$ cat src/hdl/mpsi_pkg.sv
// Shared types and constants for the motor power safety interlock.
package mpsi_pkg;

  localparam int unsigned CfgIdxWidth  = 2;
  localparam int unsigned CfgDataWidth = 16;
  localparam int unsigned TimeoutWidth = 16;
  localparam int unsigned LimitWidth   = 7;
  localparam int unsigned PeriodWidth  = 8;
  localparam int unsigned InDataWidth  = 24;
  localparam int unsigned OutDataWidth = 16;

  localparam logic [TimeoutWidth-1:0] TimeoutReset = 16'd100;
  localparam logic [LimitWidth-1:0]   LimitReset   = 7'd85;
  localparam logic [PeriodWidth-1:0]  PeriodReset  = 8'd20;

  localparam logic [CfgIdxWidth-1:0] CfgHostTimeout  = 2'd0;
  localparam logic [CfgIdxWidth-1:0] CfgOvertempLim  = 2'd1;
  localparam logic [CfgIdxWidth-1:0] CfgStatusPeriod = 2'd2;

  typedef enum logic [2:0] {
    MSG_PING      = 3'd0,
    MSG_ENABLE    = 3'd1,
    MSG_DISABLE   = 3'd2,
    MSG_CLEAR     = 3'd3,
    MSG_REPORT    = 3'd4
  } msg_e;

  localparam logic [7:0] FltEstop     = 8'h01;
  localparam logic [7:0] FltOvertemp  = 8'h02;
  localparam logic [7:0] FltJoint     = 8'h04;
  localparam logic [7:0] FltWatchdog  = 8'h08;
  localparam logic [7:0] FltSilent    = 8'h10;
  localparam logic [7:0] FltClearable = FltOvertemp | FltJoint | FltWatchdog | FltSilent;

  typedef struct packed {
    logic [TimeoutWidth-1:0] host_timeout;
    logic [LimitWidth-1:0]   overtemp_limit;
    logic [PeriodWidth-1:0]  status_period;
  } cfg_t;

  typedef struct packed {
    logic              is_tick;
    logic [2:0]        msg_type;
    logic              has_payload;
    logic [7:0]        report_bits;
    logic              estop_pressed;
    logic signed [7:0] motor_temp;
    logic              joint_limit_hit;
  } item_t;

  typedef struct packed {
    logic       contactor_closed;
    logic [7:0] fault_flags;
    logic       host_alive;
    logic       status_due;
  } result_t;

endpackage

$ cat src/hdl/mpsi_core.sv
// Interlock state registers and the per-transaction update logic.
module mpsi_core #(
  parameter int unsigned SILENCE_WIDTH = 16
) (
  input  logic             clk_i,
  input  logic             rst_ni,
  input  logic             step_i,
  input  mpsi_pkg::item_t  item_i,
  input  mpsi_pkg::cfg_t   cfg_i,
  output mpsi_pkg::result_t result_o
);
  import mpsi_pkg::*;

  localparam int unsigned CmpWidth =
      (SILENCE_WIDTH > TimeoutWidth) ? SILENCE_WIDTH : TimeoutWidth;

  logic                     estop_q, estop_d;
  logic                     req_q, req_d;
  logic                     pwr_q, pwr_d;
  logic [7:0]               flt_q, flt_d;
  logic [SILENCE_WIDTH-1:0] sil_q, sil_d;
  logic [PeriodWidth-1:0]   cnt_q, cnt_d;
  logic                     alive;
  logic                     due;
  logic                     hot;

  assign hot   = item_i.motor_temp >= $signed({1'b0, cfg_i.overtemp_limit});

  always_comb begin
    estop_d = estop_q;
    req_d   = req_q;
    pwr_d   = pwr_q;
    flt_d   = flt_q;
    sil_d   = sil_q;
    cnt_d   = cnt_q;
    due     = 1'b0;
    alive   = 1'b0;
    if (!item_i.is_tick) begin
      sil_d = '0;
      alive = CmpWidth'(sil_d) < CmpWidth'(cfg_i.host_timeout);
      case (item_i.msg_type)
        MSG_PING: ;
        MSG_ENABLE:    req_d = 1'b1;
        MSG_DISABLE: begin
          req_d = 1'b0;
          pwr_d = 1'b0;
        end
        MSG_CLEAR:     flt_d = flt_q & ~FltClearable;
        MSG_REPORT: begin
          if (item_i.has_payload) begin
            flt_d = flt_q | item_i.report_bits;
            pwr_d = 1'b0;
          end
        end
        default:       pwr_d = 1'b0;
      endcase
    end else begin
      if (sil_q != '1) sil_d = sil_q + 1'b1;
      alive = CmpWidth'(sil_d) < CmpWidth'(cfg_i.host_timeout);
      if (item_i.estop_pressed) begin
        estop_d = 1'b1;
        flt_d   = flt_d | FltEstop;
      end
      if (hot)                    flt_d = flt_d | FltOvertemp;
      if (item_i.joint_limit_hit) flt_d = flt_d | FltJoint;
      if (!alive)                 flt_d = flt_d | FltSilent;
      pwr_d = req_q && !estop_d && (flt_d == '0) && alive;
      if (cnt_q == '0) begin
        due   = 1'b1;
        cnt_d = (cfg_i.status_period == '0) ? '0 : cfg_i.status_period - 1'b1;
      end else begin
        cnt_d = cnt_q - 1'b1;
      end
    end
  end

  assign result_o = '{contactor_closed: pwr_d, fault_flags: flt_d,
                      host_alive: alive, status_due: due};

  always_ff @(posedge clk_i or negedge rst_ni) begin
    if (!rst_ni) begin
      estop_q <= 1'b0;
      req_q   <= 1'b0;
      pwr_q   <= 1'b0;
      flt_q   <= '0;
      sil_q   <= '0;
      cnt_q   <= '0;
    end else if (step_i) begin
      estop_q <= estop_d;
      req_q   <= req_d;
      pwr_q   <= pwr_d;
      flt_q   <= flt_d;
      sil_q   <= sil_d;
      cnt_q   <= cnt_d;
    end
  end

`ifndef SYNTHESIS
  a_closed_no_fault: assert property (@(posedge clk_i) disable iff (!rst_ni)
    pwr_q |-> (flt_q == '0) && !estop_q)
    else $error("contactor closed with a fault pending");
  a_closed_requested: assert property (@(posedge clk_i) disable iff (!rst_ni)
    pwr_q |-> req_q)
    else $error("contactor closed without a power request");
  a_estop_sticky: assert property (@(posedge clk_i) disable iff (!rst_ni)
    !$fell(estop_q))
    else $error("estop latch cleared without reset");
  a_estop_flag: assert property (@(posedge clk_i) disable iff (!rst_ni)
    estop_q |-> flt_q[0])
    else $error("estop latched but fault bit clear");
`endif

endmodule

$ cat src/hdl/motor_power_safety_interlock.sv
// Top level: stream handshake, configuration registers and result register.
//
// Safety interlock for a motor power contactor. Each input transaction (a host
// frame or a 1 ms tick) yields one result transaction. An item is captured in an
// input register, evaluated by compare and flag logic against the interlock
// state, and written to the output register; a new item is accepted every
// cycle while the output is drained, so throughput is one item per clock
// unless the output stalls. Configuration writes are always accepted and take
// effect for the next item.
module motor_power_safety_interlock #(
  parameter int unsigned SILENCE_WIDTH = 16
) (
  input  logic                                clk_i,
  input  logic                                rst_ni,
  input  logic                                s_axis_tvalid,
  output logic                                s_axis_tready,
  // [2:0] msg_type, [3] has_payload, [11:4] report_bits, [12] estop_pressed,
  // [20:13] motor_temp, [21] joint_limit_hit, [23:22] zero
  input  logic [mpsi_pkg::InDataWidth-1:0]    s_axis_tdata,
  // [0] is_tick
  input  logic                                s_axis_tuser,
  output logic                                m_axis_tvalid,
  input  logic                                m_axis_tready,
  // [0] contactor_closed, [8:1] fault_flags, [9] host_alive, [10] status_due,
  // [15:11] zero
  output logic [mpsi_pkg::OutDataWidth-1:0]   m_axis_tdata,
  input  logic                                cfg_valid_i,
  output logic                                cfg_ready_o,
  input  logic [mpsi_pkg::CfgIdxWidth-1:0]    cfg_index_i,
  input  logic [mpsi_pkg::CfgDataWidth-1:0]   cfg_data_i
);
  import mpsi_pkg::*;

  cfg_t    cfg_q;
  item_t   item_q;
  logic    in_vld_q;
  result_t res_q, res_d;
  logic    out_vld_q;
  logic    step;

  assign step          = in_vld_q && (!out_vld_q || m_axis_tready);
  assign s_axis_tready = !in_vld_q || step;
  assign cfg_ready_o   = 1'b1;

  always_ff @(posedge clk_i or negedge rst_ni) begin
    if (!rst_ni) begin
      cfg_q <= '{host_timeout: TimeoutReset, overtemp_limit: LimitReset,
                 status_period: PeriodReset};
    end else if (cfg_valid_i) begin
      case (cfg_index_i)
        CfgHostTimeout:  cfg_q.host_timeout   <= cfg_data_i[TimeoutWidth-1:0];
        CfgOvertempLim:  cfg_q.overtemp_limit <= cfg_data_i[LimitWidth-1:0];
        CfgStatusPeriod: cfg_q.status_period  <= cfg_data_i[PeriodWidth-1:0];
        default: ;
      endcase
    end
  end

  always_ff @(posedge clk_i or negedge rst_ni) begin
    if (!rst_ni) begin
      in_vld_q  <= 1'b0;
      out_vld_q <= 1'b0;
    end else begin
      if (s_axis_tready) in_vld_q <= s_axis_tvalid;
      if (!out_vld_q || m_axis_tready) out_vld_q <= in_vld_q;
    end
  end

  always_ff @(posedge clk_i) begin
    if (s_axis_tvalid && s_axis_tready) begin
      item_q <= '{is_tick: s_axis_tuser, msg_type: s_axis_tdata[2:0],
                  has_payload: s_axis_tdata[3], report_bits: s_axis_tdata[11:4],
                  estop_pressed: s_axis_tdata[12],
                  motor_temp: $signed(s_axis_tdata[20:13]),
                  joint_limit_hit: s_axis_tdata[21]};
    end
    if (step) res_q <= res_d;
  end

  mpsi_core #(
    .SILENCE_WIDTH(SILENCE_WIDTH)
  ) u_core (
    .clk_i,
    .rst_ni,
    .step_i  (step),
    .item_i  (item_q),
    .cfg_i   (cfg_q),
    .result_o(res_d)
  );

  assign m_axis_tvalid = out_vld_q;
  assign m_axis_tdata  = {5'b0, res_q.status_due, res_q.host_alive,
                          res_q.fault_flags, res_q.contactor_closed};

endmodule

$ cat config.mk
export PLATFORM = sky130hd
export DESIGN_NAME = motor_power_safety_interlock
export DESIGN_NICKNAME = d
export VERILOG_FILES = /design/src/hdl/mpsi_pkg.sv /design/src/hdl/mpsi_core.sv /design/src/hdl/motor_power_safety_interlock.sv
export SDC_FILE = /design/constraint.sdc
export NUM_CORES = 1
export LEC_CHECK = 0
export ABC_AREA = 1
export BUFFER_PORTS_ARGS = -buffer_cell sky130_fd_sc_hd__buf_2
export CAP_MARGIN = 20
export CORE_MARGIN = 4
export CORE_UTILIZATION = 45
export DETAILED_ROUTE_END_ITERATION = 6
export PLACE_DENSITY_LB_ADDON = 0.05
export SLEW_MARGIN = 20
export SYNTH_ARGS = -nofsm -noshare
export SYNTH_HDL_FRONTEND = slang
export SYNTH_SLANG_ARGS = --single-unit
$ cat constraint.sdc
create_clock -name clk_i -period 7.8 [get_ports clk_i]
set_clock_uncertainty 0.05 [all_clocks]
set_input_delay 0.78 -clock clk_i [delete_from_list [all_inputs] [get_ports clk_i]]
set_output_delay 0.78 -clock clk_i [all_outputs]
set_load 0.03 [all_outputs]
==> impl_metrics.ini, run 1 <==
[status]
status = finished clean

[cells_and_area]
finalNonFillerCells = 786
drive_above_1_share = 0.1742
fin_nets = 712
antenna_cells = 0
fin_util = 0.5195
syn2layout_area_growth_pct = 13.42

[power_and_ir_drop]
power.density_nw_per_um2 = 248.7
p_leak_nw = 2.875
max-vdd-ir-drop_mv = 0.1359

[detailed_routing]
drtPass1Iterations = 4
viasPerCell = 4.807
detail_route.iter0.violations = 215
via_count = 3778
wire_per_inst_um = 13.49
ant_nets = 0
drcViolationCount = 0
finalWirelength_um = 10600

[clock_tree]
cts-root-buf = clkbuf_16
clkSinkCount = 102
clk_path_buf_depth = 2
post_cts_buffers = 0
clkLatencyLatePin_ns = 0.35
cts_tree = yes
path_clk_slew_ns = 0.07
cts_inserted_buffers = 9
cts_resized = 0
ctsHoldBuffers = 0
htreeDepth = 3

[setup_path]
endpoint_kind = flop
r2r_start = u_core.sil_q[0]
cp_slowest_cell = dfrtp_1
crit_required_ns = 7.86
critPathBufInv = 3
r2r-end = m_axis_tdata[5]
crit_path_start_kind = flop
critical-path-top-delay-family = simple AND/OR/NAND/NOR gates
crit_type = flop to flop
cp_max_fo = 5
ff2ff_setup_slack_ns = 4.59
max_stage_delay_ns = 0.40
path_cells = ha_1 -> nand3_1 -> nor2_4 -> nand2_2 -> nand3_2 -> nor3_4 -> nand4_2 -> nor2_2 -> xor2_1 -> inv_1 -> ha_1 -> nand2_1 -> inv_1 -> o21ai_0 -> nand3_1 -> nor2_1 -> nand3_1 -> nand2_1 -> inv_1
cp.arrival_ns = 3.27
reg2reg_depth = 19

[grt]
grt_pass1_vias = 3735
antenna_found_initial = 0
gr-total-overflow = 0
grt_pass1_wl_um = 17730
grt_max_degree = 69
grt_usage = 0.1702

[synth]
syn_area_per_cell_um2 = 9.017
ys_ff_latch = 102
yosys.area.top_type = dfrtp_1
synth_edf_count = 34
synth_top_area_share = 0.2823
synth_area_um2 = 5230
ys_top_cells_by_area = dfrtp_1, edfxtp_1, inv_1
synth-async-reset-ratio = 0.6667
yosysSeqAreaShare = 0.5227
ys_types = 46
synth-main-ff-cell = dfrtp_1
synthCells = 580
synth-warning-count = 0

[floorplanning]
initial_core_util = 0.4580
die_area_um2 = 13410
core_area_um2 = 11420
die_h_um = 115.8
rows = 39
io_pins = 67
dieWidth_um = 115.8

[run]
max_cap_violations = 0

[timing]
worst_pin_slew_ns = 1.021
finalSetupViolCount = 0
finalCriticalPeriod_ns = 3.209
slew_headroom = 0.3150
fin_tns_setup_ns = 0
slew_violations = 0
hold_viol = 0
grt_setup_unrepaired = no
fin_crit_sh = 0.4114
fmax_mhz = 311.6

[min_path]
min_path_type = flop to flop
min_path_cells = 2
hold_path_startpoint = u_core.flt_q[7]
worst_hold_path.endpoint = u_core.flt_q[7]

[placed_design]
io_buffers = 58
dp_cells = 770
hpwlAfterDp_um = 7589
gp_congestion = 0.8117
-- cells by family after synthesis --
family,Yosys count,synth area share
AOI/OAI and AO/OA,112,0.1213
xor gates and xnor gates,13,0.02177
adders and majority gates,26,0.06220
buffers and inverters,123,0.09426
DFF,102,0.5227
muxes,1,0.002153
other,2,0.001436
and+or+nand+nor,201,0.1742
-- worst register-to-register path, stage by stage (launching register included) --
cell     delay, ns
dfrtp_1       0.40
ha_1          0.25
nand3_1       0.14
nor2_4        0.07
nand2_2       0.11
nand3_2       0.14
nor3_4        0.19
nand4_2       0.14
nor2_2        0.12
xor2_1        0.19
inv_1         0.07
ha_1          0.29
nand2_1       0.07
inv_1         0.04
o21ai_0       0.07
nand3_1       0.10
nor2_1        0.27
nand3_1       0.13
nand2_1       0.10
inv_1         0.05
-- flip-flops by register name, summed over array words and instances (netlist names) --
signal and cells:
u_core.req_q 1, u_core.flt_q 8, item_q 23, u_core.sil_q 16
u_core.estop_q 1, in_vld_q 1, u_core.cnt_q 8, u_core.pwr_q 1
m_axis_tvalid 1, m_axis_tdata 11, cfg_q 31
-- cell usage after synthesis, types with 2 or more instances --
| master | n |
|---|---|
| a221oi_1 | 2 |
| o21ai_2 | 2 |
| a22o_1 | 2 |
| dfrtp_1 | 59 |
| clkbuf_1 | 8 |
| o31ai_1 | 2 |
| nor4_1 | 2 |
| conb_1 | 2 |
| nand2_1 | 102 |
| nor3_2 | 2 |
| dfstp_2 | 9 |
| ha_1 | 26 |
| o22ai_1 | 8 |
| edfxtp_1 | 34 |
| nand4_2 | 2 |
| nor3_1 | 2 |
| xor2_1 | 12 |
| nand2_2 | 7 |
| inv_1 | 103 |
| inv_2 | 2 |
| o221ai_1 | 2 |
| a31oi_1 | 3 |
| or2_2 | 3 |
| a21oi_1 | 28 |
| nand4_1 | 8 |
| o21ai_0 | 55 |
| nor2_2 | 4 |
| nand3_1 | 19 |
| nor2_4 | 2 |
| nand3_2 | 2 |
| o211ai_1 | 2 |
| nor2_1 | 45 |
| buf_4 | 6 |
-- cell usage in the layout, fill, tap and decap left out, types with 3 or more instances in the layout --
cell	Yosys	routed
inv_1	103	102
nand2_1	102	102
dfrtp_1	59	59
buf_2	1	58
o21ai_0	55	55
nor2_1	45	45
edfxtp_1	34	34
a21oi_1	28	28
ha_1	26	26
nand3_1	19	19
xor2_1	12	12
dfstp_2	9	9
clkbuf_16	0	9
nand4_1	8	8
o22ai_1	8	8
nand2_2	7	7
conb_1	2	6
nor2_2	4	4
clkinv_1	1	3
a31oi_1	3	3
or2_2	3	3
-- metal layers --
layer	up-vias	routed length (um)	GRT usage
li1	2001	-	-
met1	1704	5259	0.2386
met2	68	4780	0.2666
met3	5	484	0.04334
met4	0	79	0.04176
met5	-	0	0
-- final cells by class --
| type | count | area (um2) |
|---|---|---|
| fill | 1095 | 5487 |
| multi-input combinational | 359 | 2018 |
| sequential | 102 | 2734 |
| timing repair buffer | 60 | 305.3 |
| clock inverter | 6 | 68.82 |
| clock buffer | 10 | 229.0 |
| inverter | 106 | 397.9 |
| tap | 143 | 178.9 |
-- through the flow --
stage / power (mW) / worst slack (ns) / instance area [um2] / hold slack (ns)
finish: 1.476 / 4.591 / 5932 / 0.4172
global route: 1.574 / 4.286 / 5932 / 0.4608
CTS: 1.496 / 4.538 / 5932 / 0.4246
detailed placement: 1.033 / 4.594 / 5634 / 0.4071
global placement: 1.024 / 4.576 / 5634 / 0.4000
floorplan: 0.9423 / 4.965 / 5245 / 0.3830
-- worst max-delay path by stage --
stage	startpoint	end	slack (ns)	cells past startpoint
global placement	u_core.sil_q[0]	m_axis_tdata[5]	4.58	19
CTS	u_core.sil_q[0]	m_axis_tdata[5]	4.54	19
finish	u_core.sil_q[0]	m_axis_tdata[5]	4.59	19
detailed placement	u_core.sil_q[0]	m_axis_tdata[5]	4.59	19
floorplan	u_core.sil_q[0]	m_axis_tdata[5]	4.97	19
global route	u_core.sil_q[0]	m_axis_tdata[5]	4.29	19
-- power by group --
group	switching, mW	internal [mW]
registers	0.0533	0.648
clock network	0.203	0.251
logic	0.205	0.115
total	0.461	1.01
Power figures use the tool's default switching activity.
==> run 2: changes to the inputs <==
--- a/config.mk
+++ b/config.mk
@@ -5,7 +5,7 @@
 export SDC_FILE = /design/constraint.sdc
 export NUM_CORES = 1
 export LEC_CHECK = 0
-export ABC_AREA = 1
+export ABC_AREA = 0
 export BUFFER_PORTS_ARGS = -buffer_cell sky130_fd_sc_hd__buf_2
 export CAP_MARGIN = 20
 export CORE_MARGIN = 4
==> constraint.sdc (replaced) <==
create_clock -name clk_i -period 2.6 [get_ports clk_i]
set_clock_uncertainty 0.05 [all_clocks]
set_input_delay 0.26 -clock clk_i [delete_from_list [all_inputs] [get_ports clk_i]]
set_output_delay 0.26 -clock clk_i [all_outputs]
set_load 0.03 [all_outputs]
==> run 2 against run 1 <==
Against the previous run: register-to-register slack got worse by 4.7 ns; the flow now finishes with violations (setup timing); via count grew 4.7%; largest power group unchanged; largest cell class unchanged; sequential share of layout area fell by 4.3 points; sequential cell count stayed put; synthesized cell count fell by 17%; clock-buffer cell count is 1 lower; cell area is 10% higher; die area is 1.9% higher; setup slack lost 4.7 ns; core utilization rose by 4.9 points; cell count shrank 5.6%.
==> impl_metrics.ini, run 2 <==
[timing]
fmax_mhz = 362.9
fin_ws_ns = -0.1559
hold_viol = 0
slew_violations = 0
fin_hold_ws_ns = 0.02643
grt_setup_unrepaired = yes
finalSetupViolCount = 5
worst_pin_slew_ns = 0.6720
slew_headroom = 0.5496
fin_crit_sh = 1.060
finalCriticalPeriod_ns = 2.756

[synth]
ys_top_cells_by_area = dfrtp_1, edfxtp_1, ha_1
synth-main-ff-cell = dfrtp_1
synth_edf_count = 34
yosysMostFrequentCell = dfrtp_1
synth_commonest_cells = dfrtp_1, nand2_1, o21ai_0
ys_ff_latch = 102
synth-warning-count = 0
synthCells = 480
syn_area_per_cell_um2 = 11.12
synth_top_area_share = 0.2767
synth_area_um2 = 5336
ys_types = 78
yosysSeqAreaShare = 0.5123
yosys.area.top_type = dfrtp_1
synth-async-reset-ratio = 0.6667

[setup_path]
crit_required_ns = 2.65
crit_path_start_kind = flop
cp_max_fo = 5
endpoint_kind = flop
cp.arrival_ns = 2.81
crit_type = flop to flop

[detailed_routing]
finalWirelength_um = 11770
wire_per_inst_um = 15.86
detail_route.iter0.violations = 167
via_count = 3954
ant_nets = 0
drcViolationCount = 0
drtPass1Iterations = 4
viasPerCell = 5.329

[status]
violations = setup timing
status = finished, violations left

[cells_and_area]
layout.cells.most_common = buf_4
fin_nets = 668
largest_register_ffs = 31
final_cell_mix = buf_4, buf_2, dfrtp_1
top_register = cfg_q
syn2layout_area_growth_pct = 22.72
largest_registers = cfg_q (31), item_q (23), u_core.sil_q (16)
antenna_cells = 0
drive_above_1_share = 0.3339
fin_area_um2 = 6549

[floorplanning]
die_area_um2 = 13660
core_area_um2 = 11520
dieWidth_um = 116.9
rows = 39
io_pins = 67
initial_core_util = 0.4634
die_h_um = 116.9

[power_and_ir_drop]
power_frac_clock = 0.307
seq_power_share = 0.488
p_int_mw = 2.979
switching_share = 0.3067
power.total_mw = 4.297
power.density_nw_per_um2 = 656.2
power_frac_comb = 0.205
max-vdd-ir-drop_mv = 0.4935
p_leak_nw = 2.949
switchingPower_mw = 1.318

[clock_tree]
htreeDepth = 3
cts-root-buf = clkbuf_16
clk_path_buf_depth = 2
path_clk_slew_ns = 0.08
clkSinkCount = 102
cts_tree = yes
cts_inserted_buffers = 9
clkLatencyLatePin_ns = 0.35

[placed_design]
gp_congestion = 0.8650
post_dp_cell_area_um2 = 6181
preCtsSetupSlack_ns = -0.2275
io_buffers = 58
hpwlAfterDp_um = 8963

[grt]
grt_pass1_vias = 4052
grt_max_degree = 32
gr-total-overflow = 0
grt_usage = 0.1920
antenna_found_initial = 0
grt_pass1_wl_um = 20240

[run]
max_cap_violations = 0

[min_path]
min_path_type = input port to flop
run 2: cell types whose count changed after synthesis, moves of 13 or more:
cell	before	now
nand2_1	102	40
inv_1	103	36
nand3_1	19	6
mux2_2	1	20
nor2_1	45	23
o21ai_0	55	38
run 2: repair_timing:
action | in CTS | in global routing
endpoints found under the setup margin | 5 | 5
resized for setup | 3 | 4
setup buffers | 4 | 1
hold buffers | 1 | 0
pin swaps | 15 | 6
endpoints found under the hold margin | 16 | 0
run 2: stage by stage:
stage                     instances  utilization  setup TNS [ns]
after global placement          720       0.5367         -0.6348
after global routing            742       0.5687          -1.544
after detailed placement        720       0.5367         -0.8217
final                           742       0.5687         -0.4702
after CTS                       741       0.5665         -0.5864
after floorplan                 484            -        -0.07782
run 2: power groups by stage:
stage	sequential [mW]	clock, mW	combinational, mW
3_3_place_gp	2.12	0	0.863
4_1_cts	2.10	1.37	0.892
6_report	2.10	1.32	0.882
5_1_grt	2.13	1.43	1.01
2_1_floorplan	2.12	0	0.580
3_5_place_dp	2.12	0	0.888
run 2: metal layers:
layer / vias to the layer above / routed length (um) / GRT usage
met5: - / 0 / 0
met4: 0 / 126 / 0.04664
met3: 10 / 536 / 0.04679
met2: 77 / 5578 / 0.3129
met1: 1888 / 5523 / 0.2599
li1: 1979 / - / -
run 2: cell families (layout without fill, tap and decap cells):
kind of cell / after synthesis / in the layout / share of synthesized area
and+or+nand+nor: 133 / 133 / 0.1484
AOI/OAI and AO/OA: 122 / 122 / 0.1545
DFF: 102 / 102 / 0.5123
buffers and inverters: 57 / 172 / 0.05041
adders and majority gates: 26 / 26 / 0.06096
muxes: 21 / 21 / 0.04408
xor gates and xnor gates: 17 / 17 / 0.02790
other: 2 / 6 / 0.001407
run 2: cell type report:
class	count	area, um2
Fill cell	1029	4967
Sequential cell	102	2736
Multi-Input combinational cell	325	2452
Timing Repair Buffer	119	750.7
Clock buffer	9	225.2
Tap cell	143	178.9
Inverter	37	138.9
Clock inverter	7	66.31
run 2: final timing paths:
check                                 startpoint               to  slack, ns  cells past startpoint
worst min-delay path            s_axis_tdata[12]        item_q[9]       0.03                      1
worst max-delay path             u_core.sil_q[1]  m_axis_tdata[5]      -0.16                     12
max in group asynchronous                 rst_ni        cfg_q[14]       1.42                      3
worst min register to register    u_core.estop_q   u_core.estop_q       0.42                      1
worst max register to register   u_core.sil_q[1]  m_axis_tdata[5]      -0.16                     12
min in group asynchronous                 rst_ni  u_core.cnt_q[2]       0.37                      2
run 2: critical path, stage by stage (launching register included):
cell,delay [ns]
dfrtp_1,0.41
ha_4,0.17
nand3_4,0.09
nor3_4,0.34
nor2_4,0.09
nand2_2,0.09
xnor2_1,0.13
ha_1,0.27
a211o_1,0.26
o211ai_1,0.08
o211a_1,0.21
o211ai_4,0.11
o22a_1,0.18
